**src/bswr_pkg.sv**
```systemverilog
// shared types and constants for the bounded stack with remove
package bswr_pkg;

  localparam int DATA_W    = 32;
  localparam int KIND_W    = 2;
  localparam int STATUS_W  = 2;
  localparam int DEPTH_W   = 8;
  localparam int DEPTH_DEF = 128;

  typedef enum logic [KIND_W-1:0] {
    KIND_PUSH   = 2'd0,
    KIND_POP    = 2'd1,
    KIND_REMOVE = 2'd2,
    KIND_CLEAR  = 2'd3
  } kind_t;

  typedef enum logic [STATUS_W-1:0] {
    STATUS_OK        = 2'd0,
    STATUS_FULL      = 2'd1,
    STATUS_EMPTY     = 2'd2,
    STATUS_NOT_FOUND = 2'd3
  } status_t;

  // per-cycle commands broadcast to every cell of the chain
  typedef struct packed {
    logic load;
    logic search;
    logic shift;
  } cell_ctrl_t;

endpackage

```
**src/bswr_cell.sv**
```systemverilog
// one stack slot: word register, match flag and downward shift
module bswr_cell #(
  parameter int DEPTH = bswr_pkg::DEPTH_DEF,
  parameter int INDEX = 0
) (
  input  logic                              clk,
  input  bswr_pkg::cell_ctrl_t              ctrl_i,
  input  logic [$clog2(DEPTH+1)-1:0]        count_i,
  input  logic signed [bswr_pkg::DATA_W-1:0] value_i,
  input  logic signed [bswr_pkg::DATA_W-1:0] up_data_i,
  input  logic                              hit_above_i,
  output logic signed [bswr_pkg::DATA_W-1:0] data_o,
  output logic                              hit_above_o
);

  localparam int CW = $clog2(DEPTH+1);
  localparam logic [CW-1:0] MY_INDEX = CW'(INDEX);

  logic signed [bswr_pkg::DATA_W-1:0] data_r;
  logic                               match_r;

  always_ff @(posedge clk) begin
    if (ctrl_i.load && (count_i == MY_INDEX)) begin
      data_r <= value_i;
    end else if (ctrl_i.shift && !hit_above_i) begin
      // at or above the topmost match: take the word from the slot above
      data_r <= up_data_i;
    end
    if (ctrl_i.search) begin
      match_r <= (data_r == value_i) && (MY_INDEX < count_i);
    end
  end

  assign data_o      = data_r;
  assign hit_above_o = hit_above_i | match_r;

endmodule

```
**config.mk**
```make
export PLATFORM = sky130hd
export DESIGN_NAME = bswr_cell
export DESIGN_NICKNAME = d
export VERILOG_FILES = /design/src/bswr_pkg.sv /design/src/bswr_cell.sv
export SDC_FILE = /design/constraint.sdc
export NUM_CORES = 1
export LEC_CHECK = 0
export ABC_AREA = 0
export BUFFER_PORTS_ARGS = -buffer_cell sky130_fd_sc_hd__buf_2
export CAP_MARGIN = 20
export CORE_MARGIN = 5
export CORE_UTILIZATION = 44
export CTS_CLUSTER_SIZE = 25
export DETAILED_ROUTE_END_ITERATION = 16
export GPL_ROUTABILITY_DRIVEN = 0
export PLACE_DENSITY = 0.85
export SETUP_SLACK_MARGIN = 0.02
export SLEW_MARGIN = 20
export SYNTH_ARGS = -nofsm -noshare
export SYNTH_HDL_FRONTEND = slang
export SYNTH_SLANG_ARGS = --single-unit
```
**constraint.sdc**
```tcl
create_clock -name clk -period 3.95 [get_ports clk]
set_input_delay 0.5925 -clock clk [delete_from_list [all_inputs] [get_ports clk]]
set_output_delay 0.5925 -clock clk [all_outputs]
set_load 0.05 [all_outputs]
```
# After elaboration in Yosys (flattened, before gate mapping)
# Cells that the tools add are included.
dict set report word_totals {
  mem_bits_ro 0
  output_inout_bits 33
  latch_bits 0
  word_cells 13
  n_memories 0
  ram_bits 0
  input_bits 77
  ff_bits 33
}
dict set report classes {
  n_mul 0
  n_bitwise 1
  shifts 0
  n_reduce_logical 6
  magnitude_cmp 1
  n_eq_ne 1
  muxes 2
  div 0
  add_sub_neg 0
}
# op n
set op_table {}
lappend op_table {{two-way mux 32 bit} 2}
lappend op_table {{== test 32 bit} 1}
lappend op_table {{logical NOT 8 bit} 1}
lappend op_table {{less-than comparator 1 x 8 -> 1 bit (first input constant)} 1}
lappend op_table {{logical AND 1 bit} 3}
lappend op_table {{nonzero test 2 bit} 1}
lappend op_table {{logical NOT 1 bit} 1}
lappend op_table {{OR 1 bit} 1}

# Logic depth before layout (Yosys ltp)
dict set report logic_depth {
  ltp_word 4
  depth_mapped 5
  ltp_nobuf 4
}

# Worst setup path before layout
# No wires, ideal clock.
dict set report synth_timing {
  path_type {input -> register}
  from {input port count_i[5]}
  to {register data_r, in the netlist data_o[0], enable pin}
  arrival_time_ps 2544
  path_buffers 1
  cell_stages 5
  required_ps 3525
  path_slack_ps 981
  setup_ps 425
  cell_sequence {or4_1 nor2_4 nand2_4 buf_6 o21ai_1}
}
dict set report synth_via {
  elab_chain_cells 3
}
# element line_no
set synth_rtl {}
lappend synth_rtl {{start: declaration} bswr_cell.sv:8} ;# input logic [$clog2(DEPTH+1)-1:0] count_i,
lappend synth_rtl {{logical NOT 8 bit} bswr_cell.sv:23} ;# if (ctrl_i.load && (count_i == MY_INDEX)) begin
lappend synth_rtl {{logical AND 1 bit} bswr_cell.sv:23}
lappend synth_rtl {{nonzero test 2 bit (no line)} --}
lappend synth_rtl {{end signal: assignment} bswr_cell.sv:24} ;# data_r <= value_i;
lappend synth_rtl {{end signal: assignment} bswr_cell.sv:27} ;# data_r <= up_data_i;
lappend synth_rtl {{end: declaration} bswr_cell.sv:19} ;# logic signed [bswr_pkg::DATA_W-1:0] data_r;
# Every way passes these cells.
# A chain may end at the register's enable or synchronous reset.

# Worst setup path after layout
dict set report layout_timing {
  from {input port count_i[5]}
  to {register data_r, in the netlist data_o[26], enable pin}
}
# The elaborated chain is that of the path after synthesis.

==> impl_metrics.prom <==
# TYPE chip_impl_metric gauge
chip_impl_info{name="layout_commonest_cell",value="sky130_fd_sc_hd__buf_2"} 1
chip_impl_metric{name="p_total",unit="uW"} 888
chip_impl_metric{name="detailroute.via_count",unit=""} 1429
chip_impl_metric{name="postCtsHoldBufs",unit=""} 0
chip_impl_metric{name="numCtsBuffers",unit=""} 5
chip_impl_metric{name="drtPass1Iterations",unit=""} 4
chip_impl_metric{name="worst_slew_pin_slew",unit="ns"} 0.997
chip_impl_metric{name="critical-path-max-stage-delay",unit="ns"} 0.57
chip_impl_metric{name="placeableCoreArea",unit="um2"} 4090
chip_impl_metric{name="yosys.area_share.adder",unit=""} 0
chip_impl_metric{name="synth-xor-area-share",unit=""} 0.148
chip_impl_metric{name="top_level_ports",unit=""} 110
chip_impl_metric{name="fmax",unit="MHz"} 419
chip_impl_metric{name="worst_slew_margin_rel",unit=""} 0.333
chip_impl_metric{name="final-max-slew-violation-count",unit=""} 0
chip_impl_metric{name="post_detailed_placement_cell_area",unit="um2"} 2480
chip_impl_metric{name="sum_of_overflow_across_all_layers_after_global_routing",unit=""} 0
chip_impl_metric{name="layout-area-overhead-vs-synth",unit="%"} 35.2
chip_impl_metric{name="finalCoreUtilization",unit=""} 0.628
chip_impl_metric{name="antenna-diode-count",unit=""} 0
chip_impl_metric{name="initialDrtViolationCount",unit=""} 39
chip_impl_metric{name="drive_above_1_share",unit=""} 0.647
chip_impl_metric{name="grt_start_max_net_pins",unit=""} 34
chip_impl_metric{name="drt-wirelength-per-cell",unit="um"} 17.1
chip_impl_metric{name="die-height",unit="um"} 75.7
chip_impl_metric{name="syn-mean-instance-area",unit="um2"} 16.1
chip_impl_metric{name="hold_viol",unit=""} 0
chip_impl_metric{name="met3WireLength",unit="um"} 380
chip_impl_info{name="rsz0062_at_grt",value="no"} 1
chip_impl_metric{name="clkLatencyLatePin",unit="ns"} 0.28
chip_impl_metric{name="met2WireLength",unit="um"} 2500
chip_impl_metric{name="cts_htree_levels",unit=""} 2
chip_impl_info{name="cp_cell_sequence",value="buf_2 -> or4_1 -> nor2_4 -> nand2_4 -> o21ai_4"} 1
chip_impl_metric{name="clock_period_minus_final_worst_setup_slack",unit="ns"} 2.38
chip_impl_metric{name="cts.sink_count",unit=""} 33
chip_impl_metric{name="grt_util_all_layers",unit=""} 0.175
chip_impl_metric{name="worst_ep_required",unit="ns"} 3.85
chip_impl_metric{name="post_synth_num_cell_types",unit=""} 16
chip_impl_metric{name="core.rowCount",unit=""} 23
chip_impl_metric{name="dieArea",unit="um2"} 5730
chip_impl_info{name="highest_layer",value="met4"} 1
chip_impl_metric{name="synth_compound_area_frac",unit=""} 0.00264
chip_impl_info{name="critical_path.endpoint_type",value="flip-flop"} 1
chip_impl_metric{name="start_util",unit=""} 0.464
chip_impl_info{name="outcome",value="finished, final reports clean"} 1
chip_impl_metric{name="met1_wl",unit="um"} 1840
chip_impl_metric{name="timing.critical_path.fanout_max",unit=""} 33
chip_impl_metric{name="first_global_vias",unit=""} 1526
chip_impl_metric{name="clock_path_buffers",unit=""} 2
chip_impl_metric{name="die-width",unit="um"} 75.7
chip_impl_metric{name="antenna_violating_nets_post_route",unit=""} 0
chip_impl_metric{name="power_per_cell_area",unit="nW/um2"} 346
chip_impl_metric{name="dp_hpwl",unit="um"} 3960
chip_impl_metric{name="final.fill_count",unit=""} 337
chip_impl_metric{name="number_of_antenna_violations_at_the_first_check_in_global_routing",unit=""} 0
chip_impl_metric{name="worst_setup_hold_path_clk_slew",unit="ns"} 0.07
chip_impl_metric{name="yosys_warnings",unit=""} 0
chip_impl_metric{name="cts-resized-gates",unit=""} 0
chip_impl_info{name="worstSetupStartpointType",value="primary input"} 1
chip_impl_info{name="most-common-layout-cells",value="sky130_fd_sc_hd__buf_2, sky130_fd_sc_hd__edfxtp_1, sky130_fd_sc_hd__mux2_4"} 1
chip_impl_metric{name="drt-vias-per-instance",unit=""} 5.07
chip_impl_metric{name="global_route_wire_length_before_repair",unit="um"} 7220
chip_impl_metric{name="max-vdd-ir-drop",unit="mV"} 0.189
chip_impl_metric{name="syn-cell-area",unit="um2"} 1900
chip_impl_info{name="tritoncts",value="yes"} 1
chip_impl_metric{name="muxShareOfSynthArea",unit=""} 0.247
chip_impl_metric{name="worst_setup_slack_for_register_to_register_paths",unit="ns"} 2.34
chip_impl_metric{name="layout.cell_area.non_filler",unit="um2"} 2570
chip_impl_metric{name="layout.nets",unit=""} 308
chip_impl_info{name="cpLargestDelayFamily",value="simple AND/OR/NAND/NOR gates"} 1
chip_impl_info{name="root_buffer",value="sky130_fd_sc_hd__clkbuf_8"} 1
chip_impl_metric{name="tns",unit="ns"} 0
chip_impl_metric{name="detail_route.drc_violations",unit=""} 0
chip_impl_metric{name="synthesis.instances",unit=""} 118
chip_impl_metric{name="worstPathArrival",unit="ns"} 2.28
chip_impl_info{name="worstHoldPathType",value="in2reg"} 1
chip_impl_metric{name="number_of_flip_flops_and_latches_in_the_synthesized_netlist",unit=""} 33
chip_impl_metric{name="setup_viol_count_final",unit=""} 0
chip_impl_metric{name="yosys.area_share.simple",unit=""} 0.0606
chip_impl_metric{name="total_leakage_power",unit="uW"} 0.00124
chip_impl_metric{name="i_o_buffers",unit=""} 109
chip_impl_metric{name="timing.hold.ws",unit="ns"} 0.511
chip_impl_info{name="combinational_family_with_the_most_area_after_synthesis",value="multiplexers"} 1
chip_impl_metric{name="period_share",unit=""} 0.604
chip_impl_metric{name="routed_wl",unit="um"} 4830
chip_impl_metric{name="worst_clock_skew",unit="ns"} 0.00473
chip_impl_info{name="worst-setup-path-type",value="in2reg"} 1
chip_impl_metric{name="number_of_maximum_capacitance_violations",unit=""} 0
chip_impl_metric{name="post_cts.repair.setup_buffers",unit=""} 0
chip_impl_metric{name="timing.critical_path.buf_inv",unit=""} 1
chip_impl_metric{name="synth.yosys.seq_area_share",unit=""} 0.522
chip_impl_info{name="critical_path.slowest_cell",value="sky130_fd_sc_hd__or4_1"} 1
chip_impl_metric{name="synth_nets",unit=""} 195
## path summary, 6_finish.rpt
check | startpoint | endpoint | depth (start not counted)
worst min register to register | data_o[4] | match_r | 3
worst max-delay path | count_i[5] | data_o[26] | 5
worst max register to register | data_o[18] | match_r | 4
worst min-delay path | ctrl_i[1] | match_r | 1
## where the power goes
part / leakage, uW / switching [uW] / internal, uW
combinational: 0.000880 / 134 / 81.4
sequential: 0.000311 / 15.9 / 413
clock: 0.0000450 / 121 / 122
total: 0.00124 / 271 / 617
## through the flow
step / instances / setup WS, ns
6_report: 282 / 1.57
5_1_grt: 282 / 1.48
3_3_place_gp: 274 / 1.30
2_1_floorplan: 118 / 0.981
3_5_place_dp: 274 / 1.27
4_1_cts: 282 / 1.56
## routing by layer
metal  vias to the layer above  global-route usage
met4                         0              0.0893
met3                        10              0.0435
li1                        670                   -
met5                         -                   0
met2                        71               0.306
met1                       678               0.198
## synth_stat cells
cell / n / area (um2)
sky130_fd_sc_hd__xnor2_1: 4 / 35.0
sky130_fd_sc_hd__mux2_1: 3 / 33.8
sky130_fd_sc_hd__or4_1: 1 / 7.51
sky130_fd_sc_hd__nor4_1: 8 / 50.1
sky130_fd_sc_hd__inv_1: 1 / 3.75
sky130_fd_sc_hd__mux2_4: 29 / 435
sky130_fd_sc_hd__or4_4: 1 / 11.3
sky130_fd_sc_hd__xor2_1: 28 / 245
sky130_fd_sc_hd__edfxtp_1: 33 / 991
sky130_fd_sc_hd__o21ai_1: 1 / 5.00
sky130_fd_sc_hd__nand3_1: 1 / 5.00
sky130_fd_sc_hd__buf_6: 3 / 33.8
sky130_fd_sc_hd__nand4_1: 2 / 12.5
sky130_fd_sc_hd__nor2_4: 1 / 11.3
sky130_fd_sc_hd__nand2_4: 1 / 11.3
sky130_fd_sc_hd__or2_2: 1 / 6.26
## cell families after synthesis
logic type | Yosys count
AO/OA/AOI/OAI | 1
XOR/XNOR | 32
buffers and inverters | 4
flip-flops | 33
multiplexers | 32
AND/OR/NAND/NOR | 16
## worst register-to-register path, stage by stage, from the launching register on
cell                       delay (ns)
sky130_fd_sc_hd__edfxtp_1        0.41
sky130_fd_sc_hd__xor2_1          0.16
sky130_fd_sc_hd__nor4_1          0.44
sky130_fd_sc_hd__nand4_1         0.16
sky130_fd_sc_hd__nor4_1          0.23
## area by class of cell
class / instances / area [um2] / area share
clock buffers: 6 / 72.6 / 0.0283
inverters: 1 / 3.75 / 0.00146
flip-flops and latches: 33 / 991 / 0.386
repair buffers: 109 / 546 / 0.213
well taps: 50 / 62.6 / 0.0244
clock inverters: 2 / 10.0 / 0.00390
multi-input cells: 81 / 881 / 0.343
## registers in the layout, summed over array words and instances, names as in the netlist
name     cells
data_o      32
match_r      1
(Power assumes the default switching activity.)
